File: src/rtl/uer_pkg.sv
package uer_pkg;

  // Defaults for the top-level parameters
  localparam int CountBitsDef   = 16;
  localparam int SensorCountDef = 4;

  // Fixed field widths
  localparam int ChanW     = 2;
  localparam int EchoW     = 4;
  localparam int TrigW     = 4;
  localparam int DistW     = 11;
  localparam int TrigTickW = 8;
  localparam int TimeoutW  = 16;
  localparam int PassW     = 4;
  localparam int CfgIdxW   = 2;
  localparam int CfgDataW  = 16;

  // Distance = width / DistDiv + DistOffset
  localparam int DistDiv    = 60;
  localparam int RemW       = 6;
  localparam logic [RemW-1:0]  RemLast    = RemW'(DistDiv - 1);
  localparam logic [DistW-1:0] DistOffset = DistW'(4);

  // Register reset values
  localparam logic [TrigTickW-1:0] TrigTicksRst = TrigTickW'(15);
  localparam logic [TimeoutW-1:0]  TimeoutRst   = TimeoutW'(30000);
  localparam logic [PassW-1:0]     PassesRst    = '0;

  // Configuration register indexes
  localparam logic [CfgIdxW-1:0] CfgTriggerTicks = CfgIdxW'(0);
  localparam logic [CfgIdxW-1:0] CfgTimeoutTicks = CfgIdxW'(1);
  localparam logic [CfgIdxW-1:0] CfgAvgPasses    = CfgIdxW'(2);

  typedef enum logic [3:0] {
    PhIdle    = 4'b0001,
    PhTrigger = 4'b0010,
    PhWait    = 4'b0100,
    PhMeasure = 4'b1000
  } phase_e;

  typedef struct packed {
    logic [TrigTickW-1:0] trigger_ticks;
    logic [TimeoutW-1:0]  timeout_ticks;
    logic [PassW-1:0]     average_passes;
  } cfg_t;

  // Packed so that trigger_lines lands in the lowest bits
  typedef struct packed {
    logic [DistW-1:0] distance;
    logic             done_res;
    logic             busy_res;
    logic [TrigW-1:0] trigger_lines;
  } result_t;

  localparam int ResW   = $bits(result_t);
  localparam int ResPad = ((ResW + 7) / 8) * 8 - ResW;

endpackage

File: src/rtl/uer_ranger.sv
module uer_ranger
  import uer_pkg::*;
#(
  parameter int CountBits   = CountBitsDef,
  parameter int SensorCount = SensorCountDef
) (
  input  logic             clk_i,
  input  logic             rst_ni,
  input  logic             step_i,
  input  logic             start_req_i,
  input  logic [ChanW-1:0] channel_i,
  input  logic [EchoW-1:0] echo_levels_i,
  input  cfg_t             cfg_i,
  output result_t          res_o
);

  localparam int CmpW = (CountBits > TimeoutW) ? CountBits : TimeoutW;
  localparam logic [CmpW-1:0] CountMax  = CmpW'({CountBits{1'b1}});
  localparam logic [3:0]      SensorLim = 4'(SensorCount);

  phase_e               phase_q, phase_d;
  logic [ChanW-1:0]     chan_q, chan_d;
  logic [CountBits-1:0] tick_q, tick_d;
  logic [CountBits-1:0] width_q, width_d;
  logic [DistW-1:0]     quot_q, quot_d;
  logic [RemW-1:0]      rem_q, rem_d;
  logic [DistW-1:0]     run_q, run_d;
  logic [PassW-1:0]     passes_q, passes_d;
  logic                 first_q, first_d;

  logic [CmpW-1:0]      lim;
  logic [CmpW-1:0]      timeout_ext;
  logic                 level;
  logic                 fin;
  logic                 done;
  logic [DistW-1:0]     fin_quot;
  logic [DistW-1:0]     dist_new;
  logic [DistW:0]       dist_sum;
  logic [CountBits-1:0] tick_inc;
  logic [CountBits-1:0] width_inc;

  // Width limit: timeout, never zero, capped by the counter range
  assign timeout_ext = CmpW'(cfg_i.timeout_ticks);
  always_comb begin
    if (cfg_i.timeout_ticks == '0) begin
      lim = CmpW'(1);
    end else if (timeout_ext > CountMax) begin
      lim = CountMax;
    end else begin
      lim = timeout_ext;
    end
  end

  assign level     = echo_levels_i[chan_q];
  assign tick_inc  = tick_q + CountBits'(1);
  assign width_inc = width_q + CountBits'(1);
  assign dist_new  = fin_quot + DistOffset;
  assign dist_sum  = {1'b0, run_q} + {1'b0, dist_new};

  always_comb begin
    phase_d  = phase_q;
    chan_d   = chan_q;
    tick_d   = tick_q;
    width_d  = width_q;
    quot_d   = quot_q;
    rem_d    = rem_q;
    run_d    = run_q;
    passes_d = passes_q;
    first_d  = first_q;
    fin      = 1'b0;
    fin_quot = '0;
    done     = 1'b0;

    if (step_i) begin
      unique case (phase_q)
        PhIdle: begin
          if (start_req_i && ({2'b00, channel_i} < SensorLim)) begin
            chan_d   = channel_i;
            passes_d = cfg_i.average_passes;
            first_d  = 1'b1;
            width_d  = '0;
            quot_d   = '0;
            rem_d    = '0;
            tick_d   = CountBits'(1);
            phase_d  = PhTrigger;
          end
        end
        PhTrigger: begin
          if (tick_q >= CountBits'(cfg_i.trigger_ticks)) begin
            tick_d  = '0;
            phase_d = PhWait;
          end else begin
            tick_d = tick_inc;
          end
        end
        PhWait: begin
          if (level) begin
            width_d = CountBits'(1);
            quot_d  = '0;
            rem_d   = RemW'(1);
            phase_d = PhMeasure;
            fin     = (lim == CmpW'(1));
          end else begin
            tick_d = tick_inc;
            if (CmpW'(tick_inc) >= lim) begin
              width_d = '0;
              quot_d  = '0;
              rem_d   = '0;
              fin     = 1'b1;
            end
          end
        end
        PhMeasure: begin
          if (!level || (CmpW'(width_q) >= lim)) begin
            fin      = 1'b1;
            fin_quot = quot_q;
          end else begin
            // Track width / 60 alongside the width itself
            width_d = width_inc;
            if (rem_q == RemLast) begin
              rem_d  = '0;
              quot_d = quot_q + DistW'(1);
            end else begin
              rem_d = rem_q + RemW'(1);
            end
            if (CmpW'(width_inc) >= lim) begin
              fin      = 1'b1;
              fin_quot = quot_d;
            end
          end
        end
        default: begin
          phase_d = PhIdle;
        end
      endcase

      if (fin) begin
        run_d   = first_q ? dist_new : dist_sum[DistW:1];
        first_d = 1'b0;
        if (passes_q != '0) begin
          passes_d = passes_q - PassW'(1);
          phase_d  = PhTrigger;
          tick_d   = CountBits'(1);
        end else begin
          phase_d = PhIdle;
          tick_d  = '0;
          done    = 1'b1;
        end
      end
    end
  end

  always_ff @(posedge clk_i or negedge rst_ni) begin
    if (!rst_ni) begin
      phase_q  <= PhIdle;
      chan_q   <= '0;
      tick_q   <= '0;
      width_q  <= '0;
      quot_q   <= '0;
      rem_q    <= '0;
      run_q    <= '0;
      passes_q <= '0;
      first_q  <= 1'b0;
    end else begin
      phase_q  <= phase_d;
      chan_q   <= chan_d;
      tick_q   <= tick_d;
      width_q  <= width_d;
      quot_q   <= quot_d;
      rem_q    <= rem_d;
      run_q    <= run_d;
      passes_q <= passes_d;
      first_q  <= first_d;
    end
  end

  always_comb begin
    res_o.trigger_lines = (phase_d == PhTrigger) ? (TrigW'(1) << chan_d) : '0;
    res_o.busy_res      = (phase_d != PhIdle);
    res_o.done_res      = done;
    res_o.distance      = run_d;
  end

endmodule

File: src/rtl/ultrasonic_echo_ranger.sv
// Ultrasonic echo ranger for up to four sensors. Each item on the input
// stream is one timebase tick carrying a start request, a channel number
// and the current echo line levels; for every accepted item exactly one
// result item leaves on the output stream, showing the trigger drive, busy,
// done and the running distance as they stand after that tick. A start in
// idle pulses the chosen trigger line for trigger_ticks ticks, waits up to
// timeout_ticks for the echo to rise, then times its width (saturating at
// timeout_ticks, or at the counter range if that is smaller); the distance
// is width/60 + 4, and average_passes further passes are each folded in as
// (old + new) / 2. The quotient by 60 is kept as a running counter beside
// the width counter, so no divider sits in the path. Rate: one tick per
// clock, each result registered in the output stage. The only limit is
// the output stage: a result register backed by a one-entry skid register,
// so s_axis_tready falls only once both hold results the sink has not taken.
// Write configuration only while the block is idle; writes are always
// accepted and act from the next tick on.
module ultrasonic_echo_ranger
  import uer_pkg::*;
#(
  parameter int CountBits   = CountBitsDef,
  parameter int SensorCount = SensorCountDef
) (
  input  logic                     clk_i,
  input  logic                     rst_ni,
  // Tick stream in
  input  logic                     s_axis_tvalid,
  output logic                     s_axis_tready,
  // [0] start_req, [2:1] channel, [6:3] echo_levels, [7] zero
  input  logic [7:0]               s_axis_tdata,
  // Result stream out
  output logic                     m_axis_tvalid,
  input  logic                     m_axis_tready,
  // [3:0] trigger_lines, [4] busy_res, [5] done_res, [16:6] distance, rest zero
  output logic [ResW+ResPad-1:0]   m_axis_tdata,
  // Configuration writes
  input  logic                     cfg_valid_i,
  output logic                     cfg_ready_o,
  input  logic [CfgIdxW-1:0]       cfg_index_i,
  input  logic [CfgDataW-1:0]      cfg_data_i
);

  cfg_t    cfg_q;
  result_t res;
  result_t out_q;
  result_t skid_q;
  logic    out_valid_q;
  logic    skid_valid_q;
  logic    in_take;
  logic    out_take;

  // Configuration registers: always ready, unknown indexes dropped
  assign cfg_ready_o = 1'b1;

  always_ff @(posedge clk_i or negedge rst_ni) begin
    if (!rst_ni) begin
      cfg_q.trigger_ticks  <= TrigTicksRst;
      cfg_q.timeout_ticks  <= TimeoutRst;
      cfg_q.average_passes <= PassesRst;
    end else if (cfg_valid_i) begin
      unique case (cfg_index_i)
        CfgTriggerTicks: cfg_q.trigger_ticks  <= cfg_data_i[TrigTickW-1:0];
        CfgTimeoutTicks: cfg_q.timeout_ticks  <= cfg_data_i[TimeoutW-1:0];
        CfgAvgPasses:    cfg_q.average_passes <= cfg_data_i[PassW-1:0];
        default: ;
      endcase
    end
  end

  // Accept a tick whenever the skid slot is free
  assign s_axis_tready = !skid_valid_q;
  assign in_take       = s_axis_tvalid && s_axis_tready;
  assign out_take      = m_axis_tvalid && m_axis_tready;

  uer_ranger #(
    .CountBits  (CountBits),
    .SensorCount(SensorCount)
  ) u_ranger (
    .clk_i        (clk_i),
    .rst_ni       (rst_ni),
    .step_i       (in_take),
    .start_req_i  (s_axis_tdata[0]),
    .channel_i    (s_axis_tdata[2:1]),
    .echo_levels_i(s_axis_tdata[6:3]),
    .cfg_i        (cfg_q),
    .res_o        (res)
  );

  // Result register plus skid: hold a new result in the skid slot while
  // the sink stalls, advance it once the result register drains.
  always_ff @(posedge clk_i or negedge rst_ni) begin
    if (!rst_ni) begin
      out_valid_q  <= 1'b0;
      skid_valid_q <= 1'b0;
    end else if (in_take) begin
      if (!out_valid_q || out_take) begin
        out_valid_q <= 1'b1;
      end else begin
        skid_valid_q <= 1'b1;
      end
    end else if (out_take) begin
      if (skid_valid_q) begin
        skid_valid_q <= 1'b0;
      end else begin
        out_valid_q <= 1'b0;
      end
    end
  end

  always_ff @(posedge clk_i) begin
    if (in_take) begin
      if (!out_valid_q || out_take) begin
        out_q <= res;
      end else begin
        skid_q <= res;
      end
    end else if (out_take && skid_valid_q) begin
      out_q <= skid_q;
    end
  end

  assign m_axis_tvalid = out_valid_q;
  assign m_axis_tdata  = {{ResPad{1'b0}}, out_q};

  // The skid slot only fills behind a stalled result
  a_skid_behind_out: assert property (@(posedge clk_i) disable iff (!rst_ni)
    skid_valid_q |-> out_valid_q)
    else $error("skid slot holds an item with no result in front");

  // A finished sequence reports idle on the same tick
  a_done_idle: assert property (@(posedge clk_i) disable iff (!rst_ni)
    (out_valid_q && out_q.done_res) |-> !out_q.busy_res)
    else $error("done reported while still busy");

  // At most one sensor is triggered, and only during a sequence
  a_trigger_one: assert property (@(posedge clk_i) disable iff (!rst_ni)
    out_valid_q |-> ($onehot0(out_q.trigger_lines)
                     && ((out_q.trigger_lines == '0) || out_q.busy_res)))
    else $error("bad trigger drive");

  // A stalled sink keeps the ready low once both slots are full
  a_full_stall: assert property (@(posedge clk_i) disable iff (!rst_ni)
    (skid_valid_q && !m_axis_tready) |=> skid_valid_q)
    else $error("skid slot dropped while sink stalled");

endmodule

File: config.mk
export PLATFORM = sky130hd
export DESIGN_NAME = ultrasonic_echo_ranger
export DESIGN_NICKNAME = d
export VERILOG_FILES = /design/src/rtl/uer_pkg.sv /design/src/rtl/uer_ranger.sv /design/src/rtl/ultrasonic_echo_ranger.sv
export SDC_FILE = /design/constraint.sdc
export NUM_CORES = 1
export LEC_CHECK = 0
export ABC_AREA = 1
export BUFFER_PORTS_ARGS = -buffer_cell sky130_fd_sc_hd__buf_2
export CORE_MARGIN = 8
export CORE_UTILIZATION = 40
export CTS_BUF_LIST = sky130_fd_sc_hd__clkbuf_2
export DETAILED_ROUTE_END_ITERATION = 12
export GPL_TIMING_DRIVEN = 0
export PLACE_DENSITY_LB_ADDON = 0.12
export SLEW_MARGIN = 20
export SYNTH_ARGS = -nofsm -noshare
export SYNTH_HDL_FRONTEND = slang
export SYNTH_SLANG_ARGS = --single-unit
File: constraint.sdc
create_clock -name clk_i -period 9.4 [get_ports clk_i]
set_input_delay 0.47 -clock clk_i [delete_from_list [all_inputs] [get_ports clk_i]]
set_output_delay 0.47 -clock clk_i [all_outputs]
set_load 0.1 [all_outputs]
==> results by group <==
Routing
  • DR DRC count: 0
  • WL/cell: 13.8 um
  • Via Count: 8013
  • DRT antenna net count: 0
  • Vias per cell: 4.82
  • Detailed Routing Iterations Pass 1: 5
  • Routed WL: 22900 um
  • 1st-iter DRT viols: 354

Global route
  • Largest net degree at the start of global routing: 56
  • First-pass GRT wire length: 39000 um
  • Met3 Use GR: 0.0298
  • Initial antenna violation count: 1
  • Met2 GRT Util: 0.291
  • Global router's overall resource usage: 0.169
  • Number of global-route vias before repair: 8042
  • GR peak layer: met2
  • GRT overflow: 0
  • M1 GR Usage: 0.217

Setup path
  • Slowest stage cell, crit path: dfrtp_1
  • FF-to-FF setup slack: 3500 ps
  • Crit path kind: reg2reg
  • CP arrival: 6340 ps
  • Worst path max stage delay: 450 ps
  • RR Endpoint: m_axis_tdata[13]$_DFFE_PP_
  • CP Data Required Time: 9840 ps
  • CP Launch Type: flip-flop
  • Crit-path leading delay family: simple AND/OR/NAND/NOR gates
  • Worst path bufs/invs: 4
  • Worst R2R Path Depth: 36
  • CP endpoint kind: flip-flop
  • Worst-path fanout max: 6
  • Worst R2R Start: u_ranger.width_q[2]$_DFFE_PN0P_

Clock network
  • Post-CTS Repair Setup Buffers: 0
  • Root buffer cell: clkbuf_2
  • Worst-path clk slew: 220 ps
  • CTS buffer count: 17
  • H-tree Lvls: 4
  • Clock Sink Count: 135
  • Clk Latency, worst-skew pair: 720 ps
  • TritonCTS clock tree: done
  • Clk buf depth: 2

Timing
  • Fmax: 170 MHz
  • Final Cycle Share: 0.627
  • RSZ-0062 raised after global routing: no
  • Final Hold Vio Count: 0
  • Final Slew Violations: 0
  • Setup slack after layout: 3500 ps
  • Setup TNS Final: 0 ps
  • Worst-Margin Slew: 707 ps
  • Clock Skew: 76.3 ps
  • Final min period: 5900 ps
  • Final setup vio count: 0
  • Slew headroom: 0.528

Hold path
  • Hold Path Sink: u_ranger.chan_q[1]$_DFF_PN0_
  • HP Start: s_axis_tdata[2]
  • Hold path depth: 3
  • Hold/Removal Path Class: in2reg

Floorplan
  • Die area: 28500 um^2
  • Core footprint: 23200 um^2
  • Ports: 58
  • Die W: 169 um
  • Row Count: 56
  • Initial Utilization: 0.402
  • Die Ht: 169 um

Layout
  • P&R area growth vs syn: 12.1%
  • Layout cells sized above 1: 0.137
  • Most frequent cells in the layout: nand2_1 (304), inv_1 (183), dfrtp_1 (89)
  • Core Util, Final: 0.451
  • Layout Nets: 1432
  • Commonest non-fill, non-tap cell in the layout: nand2_1

Yosys
  • Sequential cell area fraction in the yosys report: 0.382
  • Yosys Warn Count: 0
  • Syn_area_per_cell: 7.56 um^2
  • Post-synthesis cell count: 1234
  • Mapped Area: 9330 um^2
  • FF+latch count, synth: 135
  • Post-synthesis cell type count: 56

Placement
  • Detailed Place HPWL: 17700 um
  • GP Congestion: 0.896
  • I/O Buffers: 48
  • Pre-CTS WS: 3570 ps

Pwr
  • Lkg Pwr: 5.44 nW
  • Power Density: 113 nW/um^2
  • VDD IR max: 0.0000577 V

Run status
  • Status: finished, final reports clean

Run
  • Max cap viols: 0
==> repair_timing <==
action,4_1_cts,5_1_grt
gates resized for setup,0,0
hold buffers,17,1
setup endpoints to repair,0,0
endpoints found under the hold margin,68,1
==> flip-flops by register name, summed over array words and instances, names as in the netlist <==
name and flops:
u_ranger.first_q 1, u_ranger.phase_q 4, u_ranger.passes_q 4, skid_valid_q 1, m_axis_tvalid 1, u_ranger.width_q 16
u_ranger.tick_q 16, cfg_q 28, u_ranger.quot_q 11, skid_q 17, u_ranger.chan_q 2, m_axis_tdata 17
u_ranger.rem_q 6, u_ranger.run_q 11
==> how the worst max path moves through the flow <==
stage               cells past startpoint                       startpoint                          to
CTS                                    36  u_ranger.width_q[0]$_DFFE_PN0P_        skid_q[10]$_DFFE_PP_
global placement                       36  u_ranger.width_q[2]$_DFFE_PN0P_  m_axis_tdata[13]$_DFFE_PP_
detailed placement                     36  u_ranger.width_q[2]$_DFFE_PN0P_  m_axis_tdata[13]$_DFFE_PP_
finish                                 36  u_ranger.width_q[2]$_DFFE_PN0P_  m_axis_tdata[13]$_DFFE_PP_
floorplan                              35  u_ranger.width_q[2]$_DFFE_PN0P_  m_axis_tdata[13]$_DFFE_PP_
global route                           39  u_ranger.width_q[0]$_DFFE_PN0P_  m_axis_tdata[13]$_DFFE_PP_
==> synthesized netlist by cell type, drive strengths merged <==
master / n / area, um^2
o21a: 1 / 7.51
nand4: 24 / 150
or2: 5 / 31.3
a22o: 1 / 8.76
o2111ai: 1 / 8.76
a22oi: 1 / 7.51
o22ai: 23 / 144
inv: 205 / 777
nor4: 3 / 18.8
nand2: 316 / 1230
nor3: 20 / 126
clkinv: 1 / 3.75
a21o: 4 / 30.0
ha: 73 / 913
a211oi: 1 / 7.51
a311oi: 1 / 8.76
fa: 1 / 20.0
nand3: 88 / 460
dfrtp: 89 / 2230
nand3b: 4 / 30.0
o31ai: 2 / 15.0
a21oi: 57 / 315
edfxtp: 34 / 1020
o21ai: 92 / 468
o211ai: 5 / 37.5
nor2: 103 / 475
clkbuf: 10 / 37.5
a31oi: 1 / 6.26
xor2: 26 / 228
nor3b: 1 / 7.51
o21bai: 3 / 26.3
dfstp: 12 / 315
and2: 2 / 15.0
conb: 2 / 7.51
xnor2: 2 / 17.5
buf: 20 / 128
==> final cells by class <==
cell class / count / area [um^2]
Sequential cell: 135 / 3560
Timing Repair Buffer: 68 / 469
Clock buffer: 20 / 100
Inverter: 206 / 781
Antenna cell: 3 / 7.51
Fill cell: 2418 / 12700
Clock inverter: 12 / 131
Multi-Input combinational cell: 869 / 4850
Tap cell: 319 / 399
Buffer: 30 / 165
==> per-stage QoR <==
stage | total power [mW] | cell area (um^2) | hold slack [ps] | cells
final | 1.18 | 10500 | 216 | 1662
after global routing | 1.26 | 10500 | 96.4 | 1662
after CTS | 1.20 | 10400 | 7.43 | 1658
after detailed placement | 0.834 | 10000 | 473 | 1609
after global placement | 0.829 | 9990 | 471 | 1607
after floorplan | 0.779 | 9360 | 174 | 1240
==> routing by layer <==
metal	vias up	share of wire
li1	4214	-
met1	3691	0.48
met2	88	0.49
met3	20	0.026
met4	0	0.011
met5	-	0
==> tightest hold or removal path, cell delays in order <==
cell	delay (ps)
buf_2	80
o21ai_1	130
inv_1	180
==> kinds of logic (layout without fill, tap and decap cells) <==
| logic type | Yosys count | after routing | synth area share |
|---|---|---|---|
| and+or+nand+nor | 566 | 566 | 0.273 |
| xor gates and xnor gates | 28 | 28 | 0.0263 |
| AOI/OAI and AO/OA | 193 | 193 | 0.117 |
| DFF | 135 | 135 | 0.382 |
| adders and majority gates | 74 | 74 | 0.100 |
| buffers and inverters | 236 | 336 | 0.101 |
| other | 2 | 11 | 0.000805 |
==> report_power, final <==
| part | total [mW] | switching (mW) | internal [mW] |
|---|---|---|---|
| Sequential | 0.634 | 0.0109 | 0.623 |
| Combinational | 0.192 | 0.124 | 0.0684 |
| Clock | 0.357 | 0.232 | 0.125 |
| Total | 1.18 | 0.367 | 0.817 |
(Power assumes the default switching activity.)
